===== config.mk =====
export PLATFORM = sky130hd
export DESIGN_NAME = digit_hamming_distance
export DESIGN_NICKNAME = d
export VERILOG_FILES = /design/src/rtl/core/dhd_pkg.sv /design/src/rtl/core/digit_hamming_distance.sv
export SDC_FILE = /design/constraint.sdc
export NUM_CORES = 1
export LEC_CHECK = 0
export BUFFER_PORTS_ARGS = -buffer_cell sky130_fd_sc_hd__buf_2
export CORE_UTILIZATION = 45
export CTS_CLUSTER_DIAMETER = 200
export DETAILED_ROUTE_END_ITERATION = 8
export PLACE_DENSITY = 0.65
export SLEW_MARGIN = 20
export SYNTH_ARGS = -nofsm -noshare
export SYNTH_HDL_FRONTEND = slang
export SYNTH_SLANG_ARGS = --single-unit

===== constraint.sdc =====
create_clock -name clk_i -period 4.47 [get_ports clk_i]
set_input_delay 0.447 -clock clk_i [delete_from_list [all_inputs] [get_ports clk_i]]
set_output_delay 0.447 -clock clk_i [all_outputs]
set_load 0.02 [all_outputs]

===== src/rtl/core/dhd_pkg.sv =====
`timescale 1ns / 1ps

package dhd_pkg;

  localparam int BASE_W = 32;
  localparam int DIST_W = 6;
  localparam int DIST_MAX = 63;
  localparam logic [BASE_W-1:0] BASE_RESET = BASE_W'(10);
  localparam logic [BASE_W-1:0] BASE_MIN = BASE_W'(2);

  typedef enum logic [2:0] {
    ST_IDLE,
    ST_CHECK,
    ST_DIV_A,
    ST_DIV_B,
    ST_FINISH
  } state_e;

endpackage


===== src/rtl/core/digit_hamming_distance.sv =====
`timescale 1ns / 1ps

// Digit Hamming distance of two unsigned operands in a programmable radix.
// Input channel: in_valid_i / in_stall_o with first_number_i and second_number_i.
// A transfer happens on a rising edge with valid high and stall low.
// Output channel: out_valid_o / out_stall_i with digit_distance_o, held in an
// output register until its transfer completes.
// Configuration: digit_base_i is written when digit_base_we_i is high; a base
// below two acts as base two. Write it only while the block is idle.
// One item at a time: a single restoring divider, one quotient bit per cycle,
// divides the first and then the second operand by the base for each digit.
// The input is stalled during this work. A new item is taken while the previous
// result still waits in the output register, but its result is not written
// until that register has been emptied.
// Reset returns the base to ten, empties the output register and idles the block.
module digit_hamming_distance
  import dhd_pkg::*;
#(
  parameter int DATA_WIDTH = 32
) (
  input  logic                  clk_i,
  input  logic                  rst_ni,
  input  logic                  digit_base_we_i,
  input  logic [BASE_W-1:0]     digit_base_i,
  input  logic                  in_valid_i,
  output logic                  in_stall_o,
  input  logic [DATA_WIDTH-1:0] first_number_i,
  input  logic [DATA_WIDTH-1:0] second_number_i,
  output logic                  out_valid_o,
  input  logic                  out_stall_i,
  output logic [DIST_W-1:0]     digit_distance_o
);

  localparam int CntW = $clog2(DATA_WIDTH);
  localparam int DigW = $clog2(DATA_WIDTH + 1);
  localparam int DistLimit = (DATA_WIDTH < DIST_MAX) ? DATA_WIDTH : DIST_MAX;

  state_e state_q, state_d;

  logic [BASE_W-1:0]     base_q;
  logic [DATA_WIDTH-1:0] a_q, b_q, quot_a_q;
  logic [BASE_W-1:0]     rem_a_q;
  logic [DATA_WIDTH-1:0] div_num_q, div_num_d;
  logic [BASE_W-1:0]     div_rem_q, div_rem_d;
  logic [CntW-1:0]       bit_cnt_q;
  logic [DigW-1:0]       dist_cnt_q;
  logic [DIST_W-1:0]     dist_out_q;
  logic                  out_valid_q;

  logic [BASE_W:0] trial;
  logic [BASE_W:0] trial_sub;
  logic            trial_ge;
  logic            bit_last;
  logic            ops_zero;
  logic            out_free;
  logic            digit_diff;
  logic            load_item;
  logic            start_div;
  logic            write_out;

  // Shared restoring divider step.
  assign trial     = {div_rem_q, div_num_q[DATA_WIDTH-1]};
  assign trial_sub = trial - {1'b0, base_q};
  assign trial_ge  = trial >= {1'b0, base_q};
  assign div_rem_d = trial_ge ? trial_sub[BASE_W-1:0] : trial[BASE_W-1:0];
  assign div_num_d = {div_num_q[DATA_WIDTH-2:0], trial_ge};
  assign bit_last  = (bit_cnt_q == CntW'(DATA_WIDTH - 1));

  assign ops_zero   = (a_q == '0) && (b_q == '0);
  assign out_free   = !out_valid_q || !out_stall_i;
  assign digit_diff = ((a_q != '0) != (b_q != '0)) || (div_rem_d != rem_a_q);

  always_comb begin
    state_d = state_q;
    case (state_q)
      ST_IDLE: begin
        if (in_valid_i) state_d = ST_CHECK;
      end
      ST_CHECK: begin
        state_d = ops_zero ? ST_FINISH : ST_DIV_A;
      end
      ST_DIV_A: begin
        if (bit_last) state_d = ST_DIV_B;
      end
      ST_DIV_B: begin
        if (bit_last) state_d = ST_CHECK;
      end
      ST_FINISH: begin
        if (out_free) state_d = ST_IDLE;
      end
      default: begin
        state_d = ST_IDLE;
      end
    endcase
  end

  always_comb begin
    in_stall_o = 1'b1;
    load_item  = 1'b0;
    start_div  = 1'b0;
    write_out  = 1'b0;
    case (state_q)
      ST_IDLE: begin
        in_stall_o = 1'b0;
        load_item  = in_valid_i;
      end
      ST_CHECK: begin
        start_div = !ops_zero;
      end
      ST_FINISH: begin
        write_out = out_free;
      end
      default: begin
        in_stall_o = 1'b1;
      end
    endcase
  end

  always_ff @(posedge clk_i or negedge rst_ni) begin
    if (!rst_ni) begin
      state_q     <= ST_IDLE;
      base_q      <= BASE_RESET;
      out_valid_q <= 1'b0;
    end else begin
      state_q <= state_d;
      if (digit_base_we_i) begin
        base_q <= (digit_base_i < BASE_MIN) ? BASE_MIN : digit_base_i;
      end
      if (write_out) begin
        out_valid_q <= 1'b1;
      end else if (!out_stall_i) begin
        out_valid_q <= 1'b0;
      end
    end
  end

  always_ff @(posedge clk_i) begin
    if (load_item) begin
      a_q        <= first_number_i;
      b_q        <= second_number_i;
      dist_cnt_q <= '0;
    end
    if (start_div) begin
      div_num_q <= a_q;
      div_rem_q <= '0;
      bit_cnt_q <= '0;
    end
    if (state_q == ST_DIV_A) begin
      if (bit_last) begin
        quot_a_q  <= div_num_d;
        rem_a_q   <= div_rem_d;
        div_num_q <= b_q;
        div_rem_q <= '0;
        bit_cnt_q <= '0;
      end else begin
        div_num_q <= div_num_d;
        div_rem_q <= div_rem_d;
        bit_cnt_q <= bit_cnt_q + CntW'(1);
      end
    end
    if (state_q == ST_DIV_B) begin
      div_num_q <= div_num_d;
      div_rem_q <= div_rem_d;
      bit_cnt_q <= bit_cnt_q + CntW'(1);
      if (bit_last) begin
        a_q <= quot_a_q;
        b_q <= div_num_d;
        if (digit_diff) dist_cnt_q <= dist_cnt_q + DigW'(1);
      end
    end
    if (write_out) begin
      if (dist_cnt_q > DigW'(DistLimit)) begin
        dist_out_q <= DIST_W'(DistLimit);
      end else begin
        dist_out_q <= DIST_W'(dist_cnt_q);
      end
    end
  end

  assign out_valid_o      = out_valid_q;
  assign digit_distance_o = dist_out_q;

endmodule


==> out/results.ini, run 1 <==
[routing]
vias=10920
first_iter_violations=823
dr.pass1.iters=5
drtAntennaViolNets=0
finalWirelength_um=37160
drc=0
average_wire_length_per_cell_after_detail_routing_um=19.24
vias_per_cell=5.656

[run]
maxCapViolCount=0

[worst_setup_path]
critPathMaxStageDelay_ns=0.51
critPathMaxFanout=17
critical_path.slowest_cell=dfstp_2
worst_r2r_endpoint=dist_cnt_q[2]$_DFF_P_
timing.critical_path.buf_inv=3
ff2ff_path_depth=16
timing.critical_path.cells=inv_1 > ha_1 > nand3_1 > o21bai_1 > a211oi_2 > nor2b_2 > a21boi_4 > nor2_8 > inv_4 > mux2i_1 > o221a_1 > and4b_1 > nand4b_2 > buf_4 > o2111ai_1 > o221ai_1
arrival_ns=4.67
regToRegSetupSlack_ns=0.22
setup.worst_path.end_class=flop
worst-endpoint-required_ns=4.89
worst-setup-path-type=reg2reg
r2r-start=base_q[3]$_DFFE_PN1P_
critPathTopFamily=compound AO/OA/AOI/OAI gates
crit_start_category=flop

[power_and_ir_drop]
power_density_nw_per_um2=779.4
switching_share_pct=41.67
share_seq_of_total_power_pct=34.6
p_int_w=0.006943
combPwrFrac_pct=47.7
p_sw_w=0.004960
vdd_ir_drop_max_uv=380.1
share_of_power_burned_in_the_clock_network_pct=17.8
report.power.total_w=0.01190
p_leak_nw=6.352

[timing]
worst-slew-pin-transition_ns=0.9557
totalNegativeSetupSlack_ns=0
slew_violations=0
finalSetupViolations=0
final_hold_vios=0
grt_setup_unrepaired=no
final.min_clock_period_ns=4.247
max_clock_freq_ghz=0.2354
slew_headroom_pct=36.29
finClkSkew_ns=0.01371
fin_crit_sh_pct=95.02

[logic_synthesis]
postSynthAreaPerCell_sq_um=9.380
syn_area_sq_um=13430
synthFlopType=edfxtp_1
synth-seq-area-share_pct=48.23
postSynth.asyncResetShare_pct=14.69
synth.yosys.warnings=0
number_of_flops_mapped_to_enable_cells_by_yosys=139
netlist-cell-type-count=97
synth_fp_nets=1571
synthesis.instances=1432
synth-seq-cells=245

[die]
core.rowCount=62
floorplan.die_area_sq_um=30540
die_h_um=174.8
die_x_um=174.8
floorplan.io_pins=109
core_sq_um=29010
floorplan.initialDensity_pct=46.30

[placement]
buffer_ports.inserted=108
finalWeightedCongestion=1.011
postPlaceCellArea_sq_um=14400
dpl.hpwl_um=26830

[grt]
grt_pass1_wl_um=59150
grt_remaining_overflow=0
number_of_antenna_violations_at_the_first_check_in_global_routing=1
grt_pass1_vias=10650
globalRouteTotalUtil_pct=24.52
grt_max_degree=99

[clocking]
cts_root_buf=clkbuf_16
path_clk_slew_ns=0.06
cts_inserted_buffers=27
clkLatencyLatePin_ns=0.56
maximum_number_of_buffers_from_clock_root_to_sink=3
ctsHtreeMaxLevel=1
clock_sinks=245
tritoncts=built

[finish]
final_cell_mix=nand2_1, edfxtp_1, nor2_1, buf_2, o21ai_0
design.final.nets=1664
mostFrequentLayoutCell=nand2_1
fillers=2752
final_cell_area_sq_um=15270
final_layout_size_suffix_gt1_share_pct=15.52
syn_to_final_growth_pct=13.70

[worst_hold_path]
worstHoldPathType=in2async

[status]
status=completed

-- cell usage after synthesis, types with 5 or more instances --
| cell | instances | area, sq um |
|---|---|---|
| o22ai_1 | 5 | 31.28 |
| mux2i_1 | 36 | 360.4 |
| a21oi_2 | 5 | 43.79 |
| nor3_1 | 16 | 80.08 |
| dfrtp_1 | 34 | 850.8 |
| ha_1 | 37 | 462.9 |
| and3_1 | 13 | 81.33 |
| inv_1 | 66 | 247.7 |
| nand2b_1 | 11 | 68.82 |
| a21o_1 | 7 | 52.55 |
| edfxtp_1 | 139 | 4174 |
| a2111oi_0 | 5 | 43.79 |
| nor2_1 | 120 | 450.4 |
| a31oi_1 | 69 | 431.7 |
| buf_2 | 16 | 80.08 |
| o21ai_0 | 98 | 490.5 |
| nand2_1 | 276 | 1036 |
| nor2b_1 | 18 | 112.6 |
| xor2_1 | 30 | 262.8 |
| nor3b_1 | 5 | 37.54 |
| buf_1 | 6 | 22.52 |
| nor4_1 | 32 | 200.2 |
| clkbuf_1 | 54 | 202.7 |
| o221ai_1 | 5 | 43.79 |
| nand4_1 | 21 | 131.4 |
| o21ai_1 | 8 | 40.04 |
| a21oi_1 | 57 | 285.3 |
| dfxtp_1 | 70 | 1401 |
| or3_1 | 5 | 31.28 |
| and2_1 | 8 | 50.05 |
| o21bai_1 | 5 | 37.54 |
| nand3_1 | 16 | 80.08 |
| xnor2_1 | 33 | 289.0 |
| buf_6 | 5 | 56.30 |
-- worst reg2reg max path: stages (launching register included) --
cell	delay (ns)
dfstp_2	0.51
inv_1	0.04
ha_1	0.40
nand3_1	0.16
o21bai_1	0.24
a211oi_2	0.38
nor2b_2	0.15
a21boi_4	0.27
nor2_8	0.06
inv_4	0.22
mux2i_1	0.52
o221a_1	0.25
and4b_1	0.24
nand4b_2	0.17
buf_4	0.19
o2111ai_1	0.16
o221ai_1	0.15
-- through the flow --
step	util [%]	std cells	setup slack [ns]	hold WS, ns
6_report	52.64	1931	0.2228	0.01622
5_1_grt	52.63	1930	0.01493	0.07637
4_1_cts	52.49	1928	0.008244	0.03399
3_5_place_dp	49.64	1878	0.02884	0.4659
3_3_place_gp	49.64	1878	0.04865	0.4604
2_1_floorplan	-	1432	0.03656	0.1514
-- area by class of cell --
type,instances,area (sq um),area share (%)
clock inverter,13,82.58,0.5407
sequential,245,6479,42.42
tap,384,480.5,3.146
timing repair buffer,147,845.8,5.538
inverter,67,254.0,1.663
multi-input combinational,1037,6385,41.81
antenna,1,2.502,0.01639
clock buffer,37,743.2,4.866
-- layer usage --
| metal | GRT usage, % | wire [um] |
|---|---|---|
| met4 | 8.406 | 1295 |
| met3 | 3.285 | 2419 |
| met2 | 39.32 | 16880 |
| met1 | 34.06 | 16570 |
| met5 | 0 | 0 |
-- how the worst max path moves through the flow --
stage                                      start               endpoint  slack [ns]  cells after the start
after floorplan           bit_cnt_q[0]$_DFFE_PP_  quot_a_q[0]$_DFFE_PP_        0.04                      7
after global placement     base_q[3]$_DFFE_PN1P_  dist_cnt_q[3]$_DFF_P_        0.05                     15
after detailed placement   base_q[3]$_DFFE_PN1P_  dist_cnt_q[2]$_DFF_P_        0.03                     15
after CTS                  base_q[3]$_DFFE_PN1P_  dist_cnt_q[3]$_DFF_P_       0.008                     15
after global routing      div_rem_q[7]$_DFFE_PP_  dist_cnt_q[2]$_DFF_P_        0.01                     13
final                      base_q[3]$_DFFE_PN1P_  dist_cnt_q[2]$_DFF_P_        0.22                     16
-- logic make-up after synthesis --
group | after synthesis | share of synthesized area [%]
compound gates | 318 | 15.33
xor+xnor | 70 | 5.272
fa+ha+maj | 38 | 3.596
buf+inv | 150 | 4.695
flops | 245 | 48.23
mux | 38 | 2.851
simple gates | 573 | 20.02
-- power groups by stage --
stage / registers [W] / logic, W / clock network (W)
after detailed placement: 0.00414 / 0.00553 / 0
after floorplan: 0.00390 / 0.00407 / 0
after global routing: 0.00420 / 0.00622 / 0.00223
after global placement: 0.00413 / 0.00549 / 0
after CTS: 0.00411 / 0.00557 / 0.00215
final: 0.00411 / 0.00568 / 0.00211
-- timing repair --
item,in CTS,in global routing
endpoints found under the setup margin,0,6
hold buffers,0,0
buffers inserted,0,2
resized for setup,0,7
-- state kept, by name, summed over array words and instances, names as in the netlist --
signal,count
digit_distance_o,6
base_q,32
bit_cnt_q,5
div_rem_q,32
out_valid_o,1
a_q,32
state_q,3
dist_cnt_q,6
b_q,32
rem_a_q,32
quot_a_q,32
div_num_q,32
Note: power is estimated with default switching activity, not from simulation.
==> inputs of run 2 (changes only) <==
Settings changed: CTS_BUF_LIST set to sky130_fd_sc_hd__clkbuf_2 sky130_fd_sc_hd__clkbuf_4 sky130_fd_sc_hd__clkbuf_8.
==> out/results.ini, run 2 (synthesis gave the netlist of run 1 again) <==
[routing]
routed_wire_length_on_met3_um=2271  ; was 2419 um
average_wire_length_per_cell_after_detail_routing_um=19.12  ; was 19.24 um
met2_length_um=17240  ; was 16880 um
route.layer.met1.wl_um=16880  ; was 16570 um
dr.max_layer_used=met4  ; unchanged
vias_per_cell=5.611  ; was 5.656
finalWirelength_um=37540  ; was 37160 um
drc=0  ; unchanged
first_iter_violations=818  ; was 823
drtAntennaViolNets=0  ; unchanged
vias=11010  ; was 10920
dr.pass1.iters=5  ; unchanged

[timing]
grt_setup_unrepaired=no  ; unchanged
finalSetupViolations=0  ; unchanged
final.min_clock_period_ns=4.274  ; was 4.247 ns
totalNegativeSetupSlack_ns=0  ; unchanged
max_clock_freq_ghz=0.2340  ; was 0.2354 GHz
finClkSkew_ns=0.03244  ; was 0.01371 ns
worst-slew-pin-transition_ns=0.9511  ; was 0.9557 ns
fin_crit_sh_pct=95.62  ; was 95.02%
finalWorstSetupSlack_ns=0.1958  ; was 0.2228 ns
slew_violations=0  ; unchanged
slew_headroom_pct=36.59  ; was 36.29%
final_hold_vios=5  ; was 0
fin_hold_ws_ns=-0.005596  ; was 0.01622 ns

[worst_setup_path]
regToRegSetupSlack_ns=0.20  ; was 0.22 ns
arrival_ns=4.72  ; was 4.67 ns
critPathTopFamily=compound AO/OA/AOI/OAI gates  ; unchanged
timing.critical_path.from=base_q[3]$_DFFE_PN1P_  ; unchanged
timing.critical_path.buf_inv=3  ; unchanged
crit_start_category=flop  ; unchanged
r2r-start=base_q[3]$_DFFE_PN1P_  ; unchanged
worst-setup-path-type=reg2reg  ; unchanged
setup.worst_path.end_class=flop  ; unchanged
worst-endpoint-required_ns=4.91  ; was 4.89 ns
timing.critical_path.cells=inv_1 > ha_1 > nand3_1 > o21bai_1 > a211oi_2 > nor2b_2 > a21boi_4 > nor2_8 > inv_4 > mux2i_1 > o221a_1 > and4b_1 > nand4b_2 > buf_4 > o2111ai_1 > o221ai_1  ; unchanged
critPathMaxFanout=17  ; unchanged
critical_path.slowest_cell=mux2i_1  ; was dfstp_2
critPathMaxStageDelay_ns=0.52  ; was 0.51 ns

[finish]
design.final.nets=1681  ; was 1664
mostFrequentLayoutCell=nand2_1  ; unchanged
final_cell_mix=nand2_1, edfxtp_1, nor2_1, buf_2, o21ai_0  ; unchanged
final_cell_area_sq_um=15450  ; was 15270 sq um
final_layout_size_suffix_gt1_share_pct=17.81  ; was 15.52%
syn_to_final_growth_pct=15.04  ; was 13.70%

[power_and_ir_drop]
vdd_ir_drop_max_uv=282.0  ; was 380.1 uV
power_density_nw_per_um2=789.3  ; was 779.4 nW/um^2
p_leak_nw=6.471  ; was 6.352 nW
report.power.total_w=0.01220  ; was 0.01190 W

[placement]
dpl.hpwl_um=26830  ; unchanged
postPlaceCellArea_sq_um=14400  ; unchanged
buffer_ports.inserted=108  ; unchanged
pre_cts_slack_ns=0.02884  ; unchanged
finalWeightedCongestion=1.011  ; unchanged

[die]
floorplan.io_pins=109  ; unchanged
core.rowCount=62  ; unchanged
core_sq_um=29010  ; unchanged
floorplan.initialDensity_pct=46.30  ; unchanged
die_x_um=174.8  ; unchanged
floorplan.die_area_sq_um=30540  ; unchanged
die_h_um=174.8  ; unchanged

[clocking]
quantity_of_hold_fixing_buffers_added_after_cts=0  ; unchanged
clkLatencyLatePin_ns=0.59  ; was 0.56 ns
maximum_number_of_buffers_from_clock_root_to_sink=3  ; unchanged
path_clk_slew_ns=0.06  ; about the same
tritoncts=built  ; unchanged
cts_root_buf=clkbuf_8  ; was clkbuf_16
cts_inserted_buffers=44  ; was 27
clock_sinks=245  ; unchanged
ctsHtreeMaxLevel=2  ; was 1

[status]
violations=hold timing
status=finished with violations  ; was completed

[grt]
grt_remaining_overflow=0  ; unchanged
grt_pass1_vias=10860  ; was 10650
globalRouteTotalUtil_pct=24.87  ; was 24.52%
number_of_antenna_violations_at_the_first_check_in_global_routing=1  ; unchanged
grt_pass1_wl_um=59680  ; was 59150 um
grt_max_degree=99  ; unchanged

[worst_hold_path]
worstHoldPathType=in2async  ; unchanged

[run]
maxCapViolCount=0  ; unchanged

## run 2: cell types whose count changed in the layout (fill, tap and decap cells not counted), moves of 2 or more
cell,previous run,this run
clkbuf_16,27,0
bufinv_16,0,4
clkbuf_4,0,13
clkbuf_8,3,49
clkinv_1,4,2
clkbuf_1,7,0
clkinv_2,5,8
## run 2: area by class of cell
type | count | area (sq um)
Inverter | 67 | 254.0
Sequential cell | 245 | 6479
Clock buffer | 62 | 772.0
Tap cell | 384 | 480.5
Timing Repair Buffer | 147 | 845.8
Antenna cell | 1 | 2.502
Fill cell | 2737 | 13560
Clock inverter | 20 | 232.7
Multi-Input combinational cell | 1037 | 6385
## run 2: per-layer routing
metal	track usage, %	up-vias
met4	9.312	0
met3	4.003	67
met5	0	-
li1	-	5343
met1	34.01	5225
met2	39.65	379
## run 2: per-stage QoR
step                      utilization [%]  std cells
after floorplan                         -       1432
after detailed placement            49.64       1878
after global placement              49.64       1878
final                               53.26       1963
after CTS                           53.11       1960
after global routing                53.25       1962
## run 2: final timing paths
kind,cells after the start,endpoint
worst max-delay path,16,dist_cnt_q[2]$_DFF_P_
min in group clk_i,3,base_q[6]$_DFFE_PN0P_
worst min-delay path,1,out_valid_o$_DFFE_PN0P_
worst max register to register,16,dist_cnt_q[2]$_DFF_P_
max in group asynchronous,1,base_q[8]$_DFFE_PN0P_
worst min register to register,0,quot_a_q[25]$_DFFE_PP_
## run 2: power breakdown
| part | total, W | internal (W) | switching (W) | leakage (nW) |
|---|---|---|---|---|
| combinational | 0.00570 | 0.00228 | 0.00342 | 3.54 |
| clock | 0.00238 | 0.00137 | 0.00101 | 0.526 |
| sequential | 0.00412 | 0.00349 | 0.000625 | 2.40 |
| total | 0.0122 | 0.00714 | 0.00505 | 6.47 |
## run 2: timing repair
action	CTS	global route
gates resized for setup	0	7
endpoints found under the setup margin	0	6
buffers inserted	0	2
==> inputs of run 3 (changes only) <==
Settings changed: CTS_BUF_LIST sky130_fd_sc_hd__clkbuf_2 sky130_fd_sc_hd__clkbuf_4 sky130_fd_sc_hd__clkbuf_8 to sky130_fd_sc_hd__clkbuf_4.
==> out/results.ini, run 3 (synthesis gave the netlist of run 1 again) <==
[status]
status=completed  ; was finished with violations

[grt]
use_met2_pct=41.47  ; was 39.65%
grt_max_degree=99  ; unchanged
grt_pass1_vias=11310  ; was 10860
groute.layer.met3.usage_pct=4.874  ; was 4.003%
grt_remaining_overflow=0  ; unchanged
grt_busiest_layer=met2  ; unchanged
globalRouteTotalUtil_pct=25.43  ; was 24.87%
number_of_antenna_violations_at_the_first_check_in_global_routing=2  ; was 1
grt_pass1_wl_um=61020  ; was 59680 um
globalRouteMet1Util_pct=34.03  ; was 34.01%

[die]
core.rowCount=62  ; unchanged
floorplan.die_area_sq_um=30540  ; unchanged
die_x_um=174.8  ; unchanged
floorplan.initialDensity_pct=46.30  ; unchanged
die_h_um=174.8  ; unchanged
core_sq_um=29010  ; unchanged
floorplan.io_pins=109  ; unchanged

[routing]
dr.pass1.iters=5  ; unchanged
vias_per_cell=5.539  ; was 5.611
average_wire_length_per_cell_after_detail_routing_um=18.56  ; was 19.12 um
finalWirelength_um=38380  ; was 37540 um
vias=11460  ; was 11010
drtAntennaViolNets=0  ; unchanged
drc=0  ; unchanged
first_iter_violations=872  ; was 818

[power_and_ir_drop]
switching_share_pct=42.03  ; was 41.42%
p_leak_nw=6.750  ; was 6.471 nW
vdd_ir_drop_max_uv=310.5  ; was 282.0 uV
share_of_power_burned_in_the_clock_network_pct=17.9  ; was 19.5%
p_sw_w=0.005041  ; was 0.005051 W
combPwrFrac_pct=47.7  ; was 46.7%
share_seq_of_total_power_pct=34.3  ; was 33.8%
power_density_nw_per_um2=750.3  ; was 789.3 nW/um^2
p_int_w=0.006952  ; was 0.007145 W

[worst_setup_path]
timing.critical_path.from=div_rem_q[16]$_DFFE_PP_  ; was base_q[3]$_DFFE_PN1P_
worst_r2r_endpoint=dist_cnt_q[2]$_DFF_P_  ; unchanged
critPathMaxFanout=10  ; was 17
worst-endpoint-required_ns=5.05  ; was 4.91 ns
timing.critical_path.cells=ha_1 > nand2_1 > nor2_1 > a22oi_1 > a31oi_4 > nor4b_2 > or4_1 > a31oi_2 > xnor2_1 > or3b_1 > nor4_4 > nor2_1 > o221ai_1  ; was inv_1 > ha_1 > nand3_1 > o21bai_1 > a211oi_2 > nor2b_2 > a21boi_4 > nor2_8 > inv_4 > mux2i_1 > o221a_1 > and4b_1 > nand4b_2 > buf_4 > o2111ai_1 > o221ai_1
critical_path.slowest_cell=ha_1  ; was mux2i_1
crit_start_category=flop  ; unchanged
r2r-start=div_rem_q[16]$_DFFE_PP_  ; was base_q[3]$_DFFE_PN1P_
crit_end=dist_cnt_q[2]$_DFF_P_  ; unchanged
ff2ff_path_depth=13  ; was 16
worst-setup-path-type=reg2reg  ; unchanged
regToRegSetupSlack_ns=0.27  ; was 0.20 ns
critical-path-top-cell-by-count=nor2_1
arrival_ns=4.79  ; was 4.72 ns
setup.worst_path.end_class=flop  ; unchanged
critPathMaxStageDelay_ns=0.58  ; was 0.52 ns

[finish]
final_cell_mix=nand2_1, edfxtp_1, nor2_1, clkbuf_4, buf_2  ; was nand2_1, edfxtp_1, nor2_1, buf_2, o21ai_0
fillers=2704  ; was 2737
design.final.nets=1766  ; was 1681
final_layout_size_suffix_gt1_share_pct=18.97  ; was 17.81%
syn_to_final_growth_pct=19.00  ; was 15.04%
mostFrequentLayoutCell=nand2_1  ; unchanged
layout.cells.non_filler=2068  ; was 1963
final_util_pct=55.09  ; was 53.26%

[clocking]
tritoncts=built  ; unchanged
cts_inserted_buffers=69  ; was 44
path_clk_slew_ns=0.07  ; was 0.06 ns
clock_sinks=245  ; unchanged
cts_root_buf=clkbuf_4  ; was clkbuf_8
ctsHtreeMaxLevel=3  ; was 2
maximum_number_of_buffers_from_clock_root_to_sink=3  ; unchanged
clkLatencyLatePin_ns=0.70  ; was 0.59 ns

[timing]
final_hold_vios=0  ; was 5
finClkSkew_ns=0.05598  ; was 0.03244 ns
worst-slew-pin-transition_ns=0.9448  ; was 0.9511 ns
finalWorstSetupSlack_ns=0.2679  ; was 0.1958 ns
slew_violations=0  ; unchanged
fin_crit_sh_pct=94.01  ; was 95.62%
finalSetupViolations=0  ; unchanged
fin_hold_ws_ns=0.04493  ; was -0.005596 ns
totalNegativeSetupSlack_ns=0  ; unchanged
slew_headroom_pct=37.01  ; was 36.59%
final.min_clock_period_ns=4.202  ; was 4.274 ns
grt_setup_unrepaired=no  ; unchanged
max_clock_freq_ghz=0.2380  ; was 0.2340 GHz

[placement]
pre_cts_slack_ns=0.02884  ; unchanged
dpl.hpwl_um=26830  ; unchanged
place.detailed.instances=1878  ; unchanged
finalWeightedCongestion=1.011  ; unchanged
buffer_ports.inserted=108  ; unchanged

[worst_hold_path]
worstHoldPathType=in2reg  ; was in2async

[run]
maxCapViolCount=0  ; unchanged

-- run 3: changes by cell type in the layout (fill, tap and decap cells not counted), sizes merged --
| cell | previous run | this run |
|---|---|---|
| clkinvlp | 2 | 1 |
| clkbuf | 62 | 112 |
| inv | 69 | 71 |
| bufinv | 4 | 0 |
| clkinv | 12 | 9 |
| buf | 147 | 146 |
| dlygate4sd3 | 0 | 61 |
| diode | 1 | 2 |
-- run 3: cell type report --
class	count	area, sq um	area share (%)
Timing Repair Buffer	207	1449	9.065
Tap cell	384	480.5	3.006
Sequential cell	245	6479	40.53
Multi-Input combinational cell	1037	6385	39.95
Inverter	67	254.0	1.589
Clock buffer	112	840.8	5.260
Clock inverter	14	91.34	0.5714
Antenna cell	2	5.005	0.03131
-- run 3: how the worst min path moves through the flow --
stage,start,cells after the start,slack [ns],end
finish,second_number_i[28],3,0.04,b_q[28]$_DFF_P_
global route,first_number_i[10],3,0.005,a_q[10]$_DFF_P_
CTS,out_stall_i,3,0.001,out_valid_o$_DFFE_PN0P_
detailed placement,div_num_q[21]$_DFFE_PP_,0,0.47,quot_a_q[22]$_DFFE_PP_
global placement,div_num_q[30]$_DFFE_PP_,0,0.46,quot_a_q[31]$_DFFE_PP_
floorplan,rst_ni,0,0.15,base_q[0]$_DFFE_PN0P_
-- run 3: through the flow --
stage	instance area, sq um	total power (W)
after floorplan	13430	0.007969
after global placement	14400	0.009615
after detailed placement	14400	0.009673
after CTS	15930	0.01194
after global routing	15980	0.01280
final	15980	0.01199
-- run 3: critical path: cells and delay by family (launching register included) --
family          cells  cell delay [ns]
compound gates      4             0.97
xor+xnor            1             0.17
fa+ha+maj           1             0.58
flops               1             0.51
simple gates        7             1.86
-- run 3: layer usage --
| layer | share of wire [%] | vias up | wire length [um] |
|---|---|---|---|
| met4 | 2.5 | 0 | 943 |
| met5 | 0 | - | 0 |
| met2 | 47 | 447 | 17860 |
| met3 | 6.9 | 65 | 2641 |
| met1 | 44 | 5378 | 16940 |
| li1 | - | 5565 | - |
-- run 3: power by group through the flow --
stage	sequential [W]	combinational, W	clock [W]
2_1_floorplan	0.00390	0.00407	0
3_3_place_gp	0.00413	0.00549	0
3_5_place_dp	0.00414	0.00553	0
4_1_cts	0.00411	0.00561	0.00222
5_1_grt	0.00420	0.00626	0.00234
6_report	0.00412	0.00573	0.00215
-- run 3: repair_timing --
item,4_1_cts,5_1_grt
endpoints found under the hold margin,92,2
resized for setup,0,7
hold buffers,59,2
buffers inserted,0,1
setup endpoints to repair,0,6
